--- config.mk ---
export PLATFORM = sky130hd
export DESIGN_NAME = safety_switch_pulse_code_decoder_flat
export DESIGN_NICKNAME = d
export VERILOG_FILES = /design/src/hw/rtl/sspcd_pkg.sv /design/src/hw/rtl/sspcd_if.sv /design/src/hw/rtl/safety_switch_pulse_code_decoder.sv /design/src/hw/rtl/sspcd_core.sv /design/src/flat_wrapper.sv
export VERILOG_INCLUDE_DIRS = /design/src /design/src/hw/rtl
export SDC_FILE = /design/constraint.sdc
export NUM_CORES = 1
export LEC_CHECK = 0
export BUFFER_PORTS_ARGS = -buffer_cell sky130_fd_sc_hd__buf_2
export CAP_MARGIN = 10
export CORE_MARGIN = 5
export CORE_UTILIZATION = 50
export CTS_BUF_LIST = sky130_fd_sc_hd__clkbuf_8 sky130_fd_sc_hd__clkbuf_16
export DETAILED_ROUTE_END_ITERATION = 10
export PLACE_DENSITY = 0.68
export SKIP_CTS_REPAIR_TIMING = 1
export SLEW_MARGIN = 20
export SYNTH_ARGS = -nofsm -noshare
export SYNTH_HDL_FRONTEND = slang
export SYNTH_SLANG_ARGS = --single-unit
--- constraint.sdc ---
create_clock -name clock -period 11.06 [get_ports clock]
set_clock_uncertainty 0.2 [all_clocks]
set_input_delay 2.212 -clock clock [delete_from_list [all_inputs] [get_ports clock]]
set_output_delay 2.212 -clock clock [all_outputs]
set_load 0.005 [all_outputs]
--- src/hw/rtl/safety_switch_pulse_code_decoder_assert.svh ---
// ----------------------------------------------------------------------------
// Assertion macros
// Clocked property macros for the pulse-code decoder; empty under synthesis.
// ----------------------------------------------------------------------------
`ifndef SAFETY_SWITCH_PULSE_CODE_DECODER_ASSERT_SVH
`define SAFETY_SWITCH_PULSE_CODE_DECODER_ASSERT_SVH
`ifndef SYNTHESIS
// checked on every rising edge outside reset
`define SSPCD_ASSERT(label, prop, msg) \
   label: assert property (@(posedge clock) disable iff (reset) prop) else $error(msg);
// checked on every rising edge, reset included
`define SSPCD_ASSERT_ALWAYS(label, prop, msg) \
   label: assert property (@(posedge clock) prop) else $error(msg);
`else
`define SSPCD_ASSERT(label, prop, msg)
`define SSPCD_ASSERT_ALWAYS(label, prop, msg)
`endif
`endif

--- src/hw/rtl/sspcd_pkg.sv ---
// ----------------------------------------------------------------------------
// Pulse-code decoder package
// Shared widths, register indexes, mode codes and types.
// ----------------------------------------------------------------------------
package sspcd_pkg;

   localparam int COUNT_WIDTH_DEF = 8;
   localparam int TIMER_WIDTH_DEF = 16;

   localparam int CODE_W        = 8;
   localparam int MODE_W        = 2;
   localparam int WINDOW_W      = 8;
   localparam int TIMEOUT_W     = 16;
   localparam int CSR_DATA_W    = 16;
   localparam int CSR_INDEX_W   = 2;

   // register indexes
   localparam logic [CSR_INDEX_W-1:0] CSR_MODE    = 2'd0;
   localparam logic [CSR_INDEX_W-1:0] CSR_WINDOW  = 2'd1;
   localparam logic [CSR_INDEX_W-1:0] CSR_TIMEOUT = 2'd2;

   // decode modes
   localparam logic [MODE_W-1:0] MODE_OFF    = 2'd0;
   localparam logic [MODE_W-1:0] MODE_WINDOW = 2'd1;
   localparam logic [MODE_W-1:0] MODE_GATED  = 2'd2;

   // register reset values
   localparam logic [WINDOW_W-1:0]  WINDOW_RST  = 8'd100;
   localparam logic [TIMEOUT_W-1:0] TIMEOUT_RST = 16'd100;

   typedef struct packed {
      logic [MODE_W-1:0]    decode_mode;
      logic [WINDOW_W-1:0]  window_clocks;
      logic [TIMEOUT_W-1:0] gate_timeout_ticks;
   } cfg_type;

   typedef struct packed {
      logic clock_line;
      logic serial_line;
      logic reset_request;
   } sample_type;

endpackage

--- src/hw/rtl/sspcd_if.sv ---
// ----------------------------------------------------------------------------
// Pulse-code decoder channels
// Valid/ready channels for sample requests and decoded results.
// ----------------------------------------------------------------------------
interface sspcd_req_if;
   logic valid;
   logic ready;
   logic clock_line;
   logic serial_line;
   logic reset_request;

   modport source (output valid, output clock_line, output serial_line,
                   output reset_request, input ready);
   modport sink   (input valid, input clock_line, input serial_line,
                   input reset_request, output ready);
endinterface

interface sspcd_rsp_if;
   logic       valid;
   logic       ready;
   logic [7:0] alarm_code;
   logic       alarm_one_flag;

   modport source (output valid, output alarm_code, output alarm_one_flag, input ready);
   modport sink   (input valid, input alarm_code, input alarm_one_flag, output ready);
endinterface

--- src/hw/rtl/safety_switch_pulse_code_decoder.sv ---
// Latency: a result is valid the cycle after its request is accepted.
// Throughput: one request per cycle while results are taken; the single result
//   register takes a new result in the same cycle the previous one is taken.
// A stalled result blocks new requests until it is taken.
// Reset (synchronous, active high): decoder state cleared, registers back to
//   mode 0, window 100, timeout 100; no result pending.
// ----------------------------------------------------------------------------
// Safety switch pulse-code decoder
// Decodes sampled clock/serial diagnostic lines into an alarm code per tick.
// ----------------------------------------------------------------------------
module safety_switch_pulse_code_decoder
   import sspcd_pkg::*;
#(
   parameter int COUNT_WIDTH = COUNT_WIDTH_DEF,   // pulse counter width, 7..16
   parameter int TIMER_WIDTH = TIMER_WIDTH_DEF    // gate timer width, 8..32
) (
   input  logic                   clock,
   input  logic                   reset,
   sspcd_req_if.sink              req_chan,
   sspcd_rsp_if.source            rsp_chan,
   input  logic                   csr_wr_en,
   input  logic [CSR_INDEX_W-1:0] csr_index,
   input  logic [CSR_DATA_W-1:0]  csr_wdata
);

   cfg_type    cfg_ff, cfg_in;
   sample_type sample;
   logic       rsp_valid_ff, rsp_valid_in;
   logic       accept;

   // ---------------------------------------------------------------------
   // Configuration registers; an index past the list is dropped.
   // ---------------------------------------------------------------------
   always_comb begin
      cfg_in = cfg_ff;
      if (csr_wr_en) begin
         unique case (csr_index)
            CSR_MODE:    cfg_in.decode_mode        = csr_wdata[MODE_W-1:0];
            CSR_WINDOW:  cfg_in.window_clocks      = csr_wdata[WINDOW_W-1:0];
            CSR_TIMEOUT: cfg_in.gate_timeout_ticks = csr_wdata[TIMEOUT_W-1:0];
            default:     cfg_in = cfg_ff;
         endcase
      end
   end

   always_ff @(posedge clock) begin
      if (reset) begin
         cfg_ff.decode_mode        <= MODE_OFF;
         cfg_ff.window_clocks      <= WINDOW_RST;
         cfg_ff.gate_timeout_ticks <= TIMEOUT_RST;
      end else begin
         cfg_ff <= cfg_in;
      end
   end

   // ---------------------------------------------------------------------
   // Handshake. The decoder's latched code and sticky flag are the result
   // register: they change only on an accepted request, and a request is
   // accepted only when the slot is empty or being emptied this cycle.
   // ---------------------------------------------------------------------
   assign req_chan.ready = !rsp_valid_ff || rsp_chan.ready;
   assign accept         = req_chan.valid && req_chan.ready;
   assign rsp_valid_in   = accept || (rsp_valid_ff && !rsp_chan.ready);

   always_ff @(posedge clock) begin
      if (reset) begin
         rsp_valid_ff <= 1'b0;
      end else begin
         rsp_valid_ff <= rsp_valid_in;
      end
   end

   assign sample.clock_line    = req_chan.clock_line;
   assign sample.serial_line   = req_chan.serial_line;
   assign sample.reset_request = req_chan.reset_request;

   // ---------------------------------------------------------------------
   // Decoder: edge detect, counters and latch in one pass per request.
   // ---------------------------------------------------------------------
   sspcd_core #(
      .COUNT_WIDTH (COUNT_WIDTH),
      .TIMER_WIDTH (TIMER_WIDTH)
   ) u_core (
      .clock          (clock),
      .reset          (reset),
      .accept         (accept),
      .sample         (sample),
      .cfg            (cfg_ff),
      .alarm_code     (rsp_chan.alarm_code),
      .alarm_one_flag (rsp_chan.alarm_one_flag)
   );

   assign rsp_chan.valid = rsp_valid_ff;

endmodule

--- src/hw/rtl/sspcd_core.sv ---
// ----------------------------------------------------------------------------
// Pulse-code decoder core
// Decoder state and one-pass next-state logic, updated per accepted request.
// ----------------------------------------------------------------------------
`include "safety_switch_pulse_code_decoder_assert.svh"

module sspcd_core
   import sspcd_pkg::*;
#(
   parameter int COUNT_WIDTH = COUNT_WIDTH_DEF,
   parameter int TIMER_WIDTH = TIMER_WIDTH_DEF
) (
   input  logic              clock,
   input  logic              reset,
   input  logic              accept,
   input  sample_type        sample,
   input  cfg_type           cfg,
   output logic [CODE_W-1:0] alarm_code,
   output logic              alarm_one_flag
);

   localparam int CmpW = (COUNT_WIDTH > WINDOW_W)  ? COUNT_WIDTH : WINDOW_W;
   localparam int TmW  = (TIMER_WIDTH > TIMEOUT_W) ? TIMER_WIDTH : TIMEOUT_W;

   logic                   last_clock_ff, last_clock_in;
   logic                   gate_open_ff, gate_open_in;
   logic                   last_gate_open_ff, last_gate_open_in;
   logic                   last_serial_ff, last_serial_in;
   logic [COUNT_WIDTH-1:0] clock_pulse_count_ff, clock_pulse_count_in;
   logic [COUNT_WIDTH-1:0] serial_pulse_count_ff, serial_pulse_count_in;
   logic [TIMER_WIDTH-1:0] gate_timer_ff, gate_timer_in;
   logic [CODE_W-1:0]      latched_code_ff, latched_code_in;
   logic                   sticky_alarm_ff, sticky_alarm_in;
   logic                   mode_active;
   logic                   timed_out;

   assign mode_active = (cfg.decode_mode == MODE_WINDOW) || (cfg.decode_mode == MODE_GATED);

   always_comb begin
      last_clock_in         = last_clock_ff;
      gate_open_in          = gate_open_ff;
      last_gate_open_in     = last_gate_open_ff;
      last_serial_in        = last_serial_ff;
      clock_pulse_count_in  = clock_pulse_count_ff;
      serial_pulse_count_in = serial_pulse_count_ff;
      gate_timer_in         = gate_timer_ff;
      latched_code_in       = latched_code_ff;
      sticky_alarm_in       = sticky_alarm_ff;
      timed_out             = 1'b0;

      if (accept && mode_active) begin
         if (sample.reset_request) begin
            last_clock_in         = 1'b0;
            gate_open_in          = 1'b0;
            last_gate_open_in     = 1'b0;
            last_serial_in        = 1'b0;
            clock_pulse_count_in  = '0;
            serial_pulse_count_in = '0;
            gate_timer_in         = '0;
            latched_code_in       = '0;
            sticky_alarm_in       = 1'b0;
         end

         if (cfg.decode_mode == MODE_WINDOW) begin
            // gate follows the clock high phase, first serial high closes it
            if (sample.clock_line && !last_clock_in) begin
               gate_open_in = 1'b1;
            end
            if (!sample.clock_line) begin
               gate_open_in = 1'b0;
            end
            last_clock_in = sample.clock_line;

            if (gate_open_in && !last_gate_open_in && (clock_pulse_count_in != '1)) begin
               clock_pulse_count_in = clock_pulse_count_in + 1'b1;
            end
            last_gate_open_in = gate_open_in;

            if (gate_open_in && sample.serial_line) begin
               gate_open_in = 1'b0;
               if (serial_pulse_count_in != '1) begin
                  serial_pulse_count_in = serial_pulse_count_in + 1'b1;
               end
            end

            if (CmpW'(clock_pulse_count_in) > CmpW'(cfg.window_clocks)) begin
               latched_code_in       = CODE_W'(serial_pulse_count_in);
               serial_pulse_count_in = '0;
               clock_pulse_count_in  = '0;
            end
         end else begin
            // gate opens on clock fall, closes on clock high or timeout
            if (!sample.clock_line && last_clock_in) begin
               gate_open_in = 1'b1;
            end
            last_clock_in = sample.clock_line;

            if (!gate_open_in) begin
               gate_timer_in = '0;
            end else if (gate_timer_in != '1) begin
               gate_timer_in = gate_timer_in + 1'b1;
            end
            timed_out = gate_open_in && (TmW'(gate_timer_in) >= TmW'(cfg.gate_timeout_ticks));

            if (sample.clock_line || timed_out) begin
               gate_open_in = 1'b0;
            end

            if (gate_open_in && sample.serial_line && !last_serial_in &&
                (serial_pulse_count_in != '1)) begin
               serial_pulse_count_in = serial_pulse_count_in + 1'b1;
            end
            last_serial_in = sample.serial_line;

            if (!gate_open_in) begin
               if (last_gate_open_in) begin
                  latched_code_in = CODE_W'(serial_pulse_count_in);
               end
               serial_pulse_count_in = '0;
            end
            last_gate_open_in = gate_open_in;
         end

         if (latched_code_in == CODE_W'(1)) begin
            sticky_alarm_in = 1'b1;
         end
      end
   end

   always_ff @(posedge clock) begin
      if (reset) begin
         last_clock_ff         <= 1'b0;
         gate_open_ff          <= 1'b0;
         last_gate_open_ff     <= 1'b0;
         last_serial_ff        <= 1'b0;
         clock_pulse_count_ff  <= '0;
         serial_pulse_count_ff <= '0;
         gate_timer_ff         <= '0;
         latched_code_ff       <= '0;
         sticky_alarm_ff       <= 1'b0;
      end else begin
         last_clock_ff         <= last_clock_in;
         gate_open_ff          <= gate_open_in;
         last_gate_open_ff     <= last_gate_open_in;
         last_serial_ff        <= last_serial_in;
         clock_pulse_count_ff  <= clock_pulse_count_in;
         serial_pulse_count_ff <= serial_pulse_count_in;
         gate_timer_ff         <= gate_timer_in;
         latched_code_ff       <= latched_code_in;
         sticky_alarm_ff       <= sticky_alarm_in;
      end
   end

   assign alarm_code     = latched_code_ff;
   assign alarm_one_flag = sticky_alarm_ff;

   // sticky flag drops only through a reset or an accepted reset request
   `SSPCD_ASSERT(a_sticky_holds, $fell(sticky_alarm_ff) |-> ($past(reset) || $past(accept && sample.reset_request && mode_active)), "sticky alarm cleared without reset")
   // state moves only on an accepted request in an active mode
   `SSPCD_ASSERT(a_state_frozen, (!$past(reset) && !$past(accept && mode_active)) |-> ($stable(latched_code_ff) && $stable(clock_pulse_count_ff) && $stable(gate_timer_ff) && $stable(serial_pulse_count_ff)), "decoder state moved while frozen")
   // a fresh latch in window mode restarts the clock count
   `SSPCD_ASSERT(a_window_restart, ($past(accept && mode_active && !sample.reset_request) && ($past(cfg.decode_mode) == MODE_WINDOW) && (latched_code_ff != $past(latched_code_ff))) |-> (clock_pulse_count_ff == '0), "window latch left clock count")
   // reset leaves a clean result
   `SSPCD_ASSERT_ALWAYS(a_reset_clears, $past(reset) |-> (!sticky_alarm_ff && (latched_code_ff == '0)), "result not cleared by reset")

endmodule
--- src/flat_wrapper.sv ---
// flat-port wrapper written by rule: the top's interface ports become plain ports
module safety_switch_pulse_code_decoder_flat import sspcd_pkg::*;
#(
   parameter int COUNT_WIDTH = COUNT_WIDTH_DEF,                                
   parameter int TIMER_WIDTH = TIMER_WIDTH_DEF                              
)
  (clock, reset, csr_wr_en, csr_index, csr_wdata, req_chan_valid, req_chan_clock_line, req_chan_serial_line, req_chan_reset_request, req_chan_ready, rsp_chan_valid, rsp_chan_alarm_code, rsp_chan_alarm_one_flag, rsp_chan_ready);
  sspcd_req_if req_chan_i ();
  sspcd_rsp_if rsp_chan_i ();
  input  logic clock;
  input  logic reset;
  input  logic csr_wr_en;
  input  logic [CSR_INDEX_W-1:0] csr_index;
  input  logic [CSR_DATA_W-1:0] csr_wdata;
  input wire logic [$bits(req_chan_i.valid)-1:0] req_chan_valid;
  input wire logic [$bits(req_chan_i.clock_line)-1:0] req_chan_clock_line;
  input wire logic [$bits(req_chan_i.serial_line)-1:0] req_chan_serial_line;
  input wire logic [$bits(req_chan_i.reset_request)-1:0] req_chan_reset_request;
  output wire logic [$bits(req_chan_i.ready)-1:0] req_chan_ready;
  output wire logic [$bits(rsp_chan_i.valid)-1:0] rsp_chan_valid;
  output wire logic [$bits(rsp_chan_i.alarm_code)-1:0] rsp_chan_alarm_code;
  output wire logic [$bits(rsp_chan_i.alarm_one_flag)-1:0] rsp_chan_alarm_one_flag;
  input wire logic [$bits(rsp_chan_i.ready)-1:0] rsp_chan_ready;
  assign req_chan_i.valid = req_chan_valid;
  assign req_chan_i.clock_line = req_chan_clock_line;
  assign req_chan_i.serial_line = req_chan_serial_line;
  assign req_chan_i.reset_request = req_chan_reset_request;
  assign req_chan_ready = req_chan_i.ready;
  assign rsp_chan_valid = rsp_chan_i.valid;
  assign rsp_chan_alarm_code = rsp_chan_i.alarm_code;
  assign rsp_chan_alarm_one_flag = rsp_chan_i.alarm_one_flag;
  assign rsp_chan_i.ready = rsp_chan_ready;
  safety_switch_pulse_code_decoder #(.COUNT_WIDTH(COUNT_WIDTH), .TIMER_WIDTH(TIMER_WIDTH)) u_core (.clock(clock), .reset(reset), .req_chan(req_chan_i), .rsp_chan(rsp_chan_i), .csr_wr_en(csr_wr_en), .csr_index(csr_index), .csr_wdata(csr_wdata));
endmodule
Word-level counts from Yosys, hierarchy flattened
Cells that the tools add are included.
{"block": "op_classes", "mux": 51, "n_lt_le_gt_ge": 2, "eq_ne": 8, "n_reduce_logical": 28, "n_addsub": 3}
{"op": "2-to-1 mux 8 bit", "count": 21}
{"op": "2-to-1 mux 16 bit", "count": 7}
{"op": "2-to-1 mux 1 bit", "count": 23}
{"op": "adder 16 x 1 -> 16 bit, second input constant", "count": 1}
{"op": "adder 8 x 1 -> 8 bit, second input constant", "count": 2}
{"op": ">= comparator 16 bit", "count": 1}
{"op": "inequality test 16 bit, second input constant", "count": 1}
{"op": "inequality test 8 bit, second input constant", "count": 2}
{"op": "logical AND 1 bit", "count": 12}
{"op": "equality test 8 x 1 -> 1 bit, second input constant", "count": 1}
{"op": "> comparator 8 bit", "count": 1}
{"op": "AND reduction 2 bit", "count": 4}
{"op": "logical NOT 1 bit", "count": 6}
{"op": "equality test 2 x 1 -> 1 bit, second input constant", "count": 2}
{"op": "equality test 2 bit, second input constant", "count": 2}
{"op": "logical OR 1 bit", "count": 4}
{"op": "logical NOT 2 bit", "count": 1}
{"op": "nonzero test 2 bit", "count": 1}
{"block": "word_totals", "elab_cells": 105, "register_bits": 72}

Logic depth before layout (Yosys ltp)
{"block": "logic_depth", "depth_word": 29, "ltp_mapped": 23, "ltp_nobuf": 18}

Modules after synthesis
From an unflattened synthesis, not the netlist that was laid out.
{"block": "hier_totals", "hier_cells": 605, "area_unflattened_um2": 4814.6}
{"mod": "sspcd_core", "instances": 1, "seq_area_each_um2": 900.9, "cells_per_inst": 496, "area_per_inst_um2": 3674.8}
{"mod": "safety_switch_pulse_code_decoder", "instances": 1, "seq_area_each_um2": 540.5, "cells_per_inst": 109, "area_per_inst_um2": 1139.8}

Least setup slack after synthesis
OpenSTA, ideal clock, no wires.
{"block": "synth_path", "path_kind": "input -> register", "start": "input req_chan_reset_request", "end": "register u_core.u_core.sticky_alarm_ff (netlist: u_core.u_core.alarm_one_flag)", "setup_time_ns": 0.096, "stages": 22, "arrival_time_ns": 6.648, "setup_slack_ns": 4.116, "n_path_buf": 4, "path_cell_list": "buf_2 -> clkbuf_1 -> clkbuf_1 -> nor2b_1 -> ha_1 -> nand2_1 -> nor2_1 -> and3_1 -> clkbuf_1 -> nor3_1 -> and3_1 -> xnor2_1 -> nor2_1 -> ha_1 -> nand4_2 -> nor4_2 -> a32oi_2 -> a31oi_4 -> mux2i_1 -> or3_1 -> a2111o_1 -> o41ai_2"}
{"block": "synth_via", "elab_chain_cells": 26, "word_cells_on_any_way": 64, "classes_between": "3 x add/sub; 2 x order compare; 4 x eq/ne; 40 x mux; 15 x reduce/logical"}
{"item": "from (decl)", "line_no": "flat_wrapper.sv:18", "rtl": "input wire logic [$bits(req_chan_i.reset_request)-1:0] req_chan_reset_request;"}
{"item": "branches (longest 26 deep; another with adder 16 x 1 -> 16 bit)"}
{"item": "to (signal assigned)", "line_no": "sspcd_core.sv:150", "rtl": "sticky_alarm_ff <= sticky_alarm_in;"}
{"item": "to (decl)", "line_no": "sspcd_core.sv:33", "rtl": "logic sticky_alarm_ff, sticky_alarm_in;"}
Parallel ways; which one is timed is not known. The select of a mux whose other input is x is not followed.
A chain may end at the register's enable or synchronous reset.

Worst setup path in the final report
Ends and elaborated chain as after synthesis.

==> out/summary.txt <==
fraction of layout cells with a size suffix above 1 - 11.0%
number of buffers added on ports - 36
Comb power frac - 9.6%
Netlist Area Pre-Place - 0.00474 sq mm
PnR worst setup slack - 3.97 ns
Final Util - 56.3%
Cells after Synth - 626
Routed WL - 12200 um
die area - 0.0115 sq mm
Fmax - 141 MHz
largest family of logic cells by synthesized area - simple AND/OR/NAND/NOR gates
CTS root buf - clkbuf_8
Slew headroom - 47.2%
post-synthesis simple-gate area fraction - 27.3%
Design Power - 556 uW
EDFF count, synth - 0
first-pass GRT wire length - 20200 um
Clock transition at path regs - 0.08 ns
CTS tree - yes
Max Cap Violations - 0
leakage dissipation - 1.98 nW
crit end category - flip-flop
drt drc - 0
clk sink count - 72
r2r setup slk - 6.03 ns
I/O pin count - 37
global route overflow - 0
Synth Area in Adders - 7.39%
P_int - 410 uW
drt wl/cell - 15.8 um
Hold Slack - 0.256 ns
core area - 0.00924 sq mm
fin cells - 776
P&R area growth vs syn - 9.76%
post-route cell area - 0.00520 sq mm
Power Density - 107 mW/mm^2
unrepaired setup endpoints after global routing - no
distinct cell type count after synthesis - 69
Clock Latency Late Sink - 0.36 ns
vias per cell - 5.85
FF+latch count, synth - 72
Slew @ Worst Pin - 0.788 ns
crit path DAT - 7.15 ns
ys flop type - dfxtp_1
Clock Power Share - 42.3%
antenna cells - 0
Final Cycle Share - 64.1%
status - completed
GRT Overall Usage - 21.5%
Initial Utilization - 51.3%
Synth Net Count - 680
Yosys warnings - 0
placed inst area - 0.00498 sq mm
syn avg cell area - 7.58 sq um
Final Max Slew Viols - 0
switching portion of total power - 26.2%
sequential share of the synthesized area - 30.4%
WS Path Type - in2reg
Max Buffers Root-to-Sink - 2
WP data required - 11.12 ns
NetSw - 146 uW
worst-path maximum fanout - 32
via count - 4536
post-synth top area share - 30.4%
pre-CTS setup slack - 3.66 ns
H-Tree Depth - 3
post-synth top area cell - dfxtp_1
Synth area leaders - dfxtp_1 30%, ha_1 7.4%, nand2_1 6.6%
number of global-route vias before repair - 4337
final estimated routing congestion in global placement - 0.869
mux share of post-synthesis cell area - 2.14%
Compound-Gate Fraction of Synth Area - 23.3%
crit start category - input port
DP Wirelength - 8780 um
asr flop ratio synth - 0%
Total Nets Final - 696
Routed Antenna Nets - 0
most common cell in the synthesized netlist - nand2_1
Iter 0 DRT Violations - 292
Die Width - 107 um
Synth Area in XOR/XNOR - 4.25%
initial antenna violation count - 0
row cnt - 35
Final setup violation count - 0
# placed instances - 760
list of most frequent post-synthesis cells - 83 x nand2_1, 76 x nor2_1, 72 x dfxtp_1
sequential fraction of design power - 48.1%
Period minus WS final - 7.09 ns
DRT Pass-1 Iters - 5
post-route setup TNS - 0 ns
endpoints failing hold - 0
Max VDD drop - 0.0602 mV
Worst Hold Class - reg2reg
chip height - 107 um
total CTS buffers - 9
largest net degree at the start of global routing - 62
[state kept, by name, summed over array words and instances (netlist names)]
register and count:
u_core.rsp_chan.valid 1, u_core.u_core.last_serial_ff 1, u_core.u_core.gate_open_ff 1, u_core.u_core.alarm_code 8, u_core.u_core.last_clock_ff 1, u_core.u_core.gate_timer_ff 16
u_core.u_core.alarm_one_flag 1, u_core.cfg_ff 26, u_core.u_core.clock_pulse_count_ff 8, u_core.u_core.last_gate_open_ff 1, u_core.u_core.serial_pulse_count_ff 8
[per-layer routing]
| metal | wire [um] | up-vias | global-route usage, % | share of wire, % |
|---|---|---|---|---|
| met5 | 0 | - | 0 | 0 |
| met4 | 295 | 0 | 8.66 | 2.4 |
| met3 | 713 | 27 | 3.90 | 5.8 |
| met2 | 5670 | 135 | 36.6 | 46 |
| met1 | 5560 | 2108 | 26.8 | 45 |
| li1 | - | 2266 | - | - |
[path summary, 6_finish.rpt]
| kind | start | to | cells after the start |
|---|---|---|---|
| worst max register to register | u_core.u_core.gate_timer_ff[1] | u_core.u_core.alarm_one_flag | 18 |
| worst min-delay path | u_core.cfg_ff[12] | u_core.cfg_ff[12] | 2 |
| worst min register to register | u_core.cfg_ff[12] | u_core.cfg_ff[12] | 2 |
| worst max-delay path | req_chan_reset_request | u_core.u_core.alarm_one_flag | 19 |
[cells in the final DEF (no fill, tap or decap), drive strengths merged, types with 9 or more instances in the layout]
cell type	count
xnor2	17
ha	28
clkbuf	9
dfxtp	72
nor2	76
buf	40
o211ai	11
a21oi	48
inv	32
nand2	83
nor2b	15
a22oi	15
nand3	17
o21ai	27
nor3	17
mux2i	9
[layout make-up]
type	instances	area, sq um
sequential	72	1440
timing repair buffer	40	210
inverter	30	113
fill	863	4040
clock buffer	9	124
multi-input combinational	489	3060
clock inverter	7	96.3
tap	129	161
[power by group through the flow]
stage | sequential [mW] | combinational [mW] | clock, mW
after detailed placement | 0.273 | 0.0529 | 0
final | 0.267 | 0.0536 | 0.235
after CTS | 0.267 | 0.0532 | 0.239
after floorplan | 0.273 | 0.0361 | 0
after global routing | 0.268 | 0.0596 | 0.252
after global placement | 0.273 | 0.0517 | 0
[kinds of logic after synthesis]
kind of cell	count (synthesis)
AOI/OAI and AO/OA	162
xor gates and xnor gates	23
adders and majority gates	28
buffers and inverters	65
DFF	72
muxes	10
and+or+nand+nor	266
[critical path, stage by stage]
cell	delay, ns
buf_2	0.49
nor2b_1	0.18
ha_1	0.28
nand2_1	0.10
nor2_1	0.08
and3_1	0.21
nor3_1	0.46
nand3_1	0.17
nor3b_1	0.28
nor3_1	0.08
ha_1	0.30
nand4_1	0.16
nor4_2	0.32
a32oi_2	0.18
a31oi_4	0.45
mux2i_1	0.14
or3_1	0.34
a2111o_1	0.42
o41ai_2	0.27
Note: power is estimated with default switching activity, not from simulation.
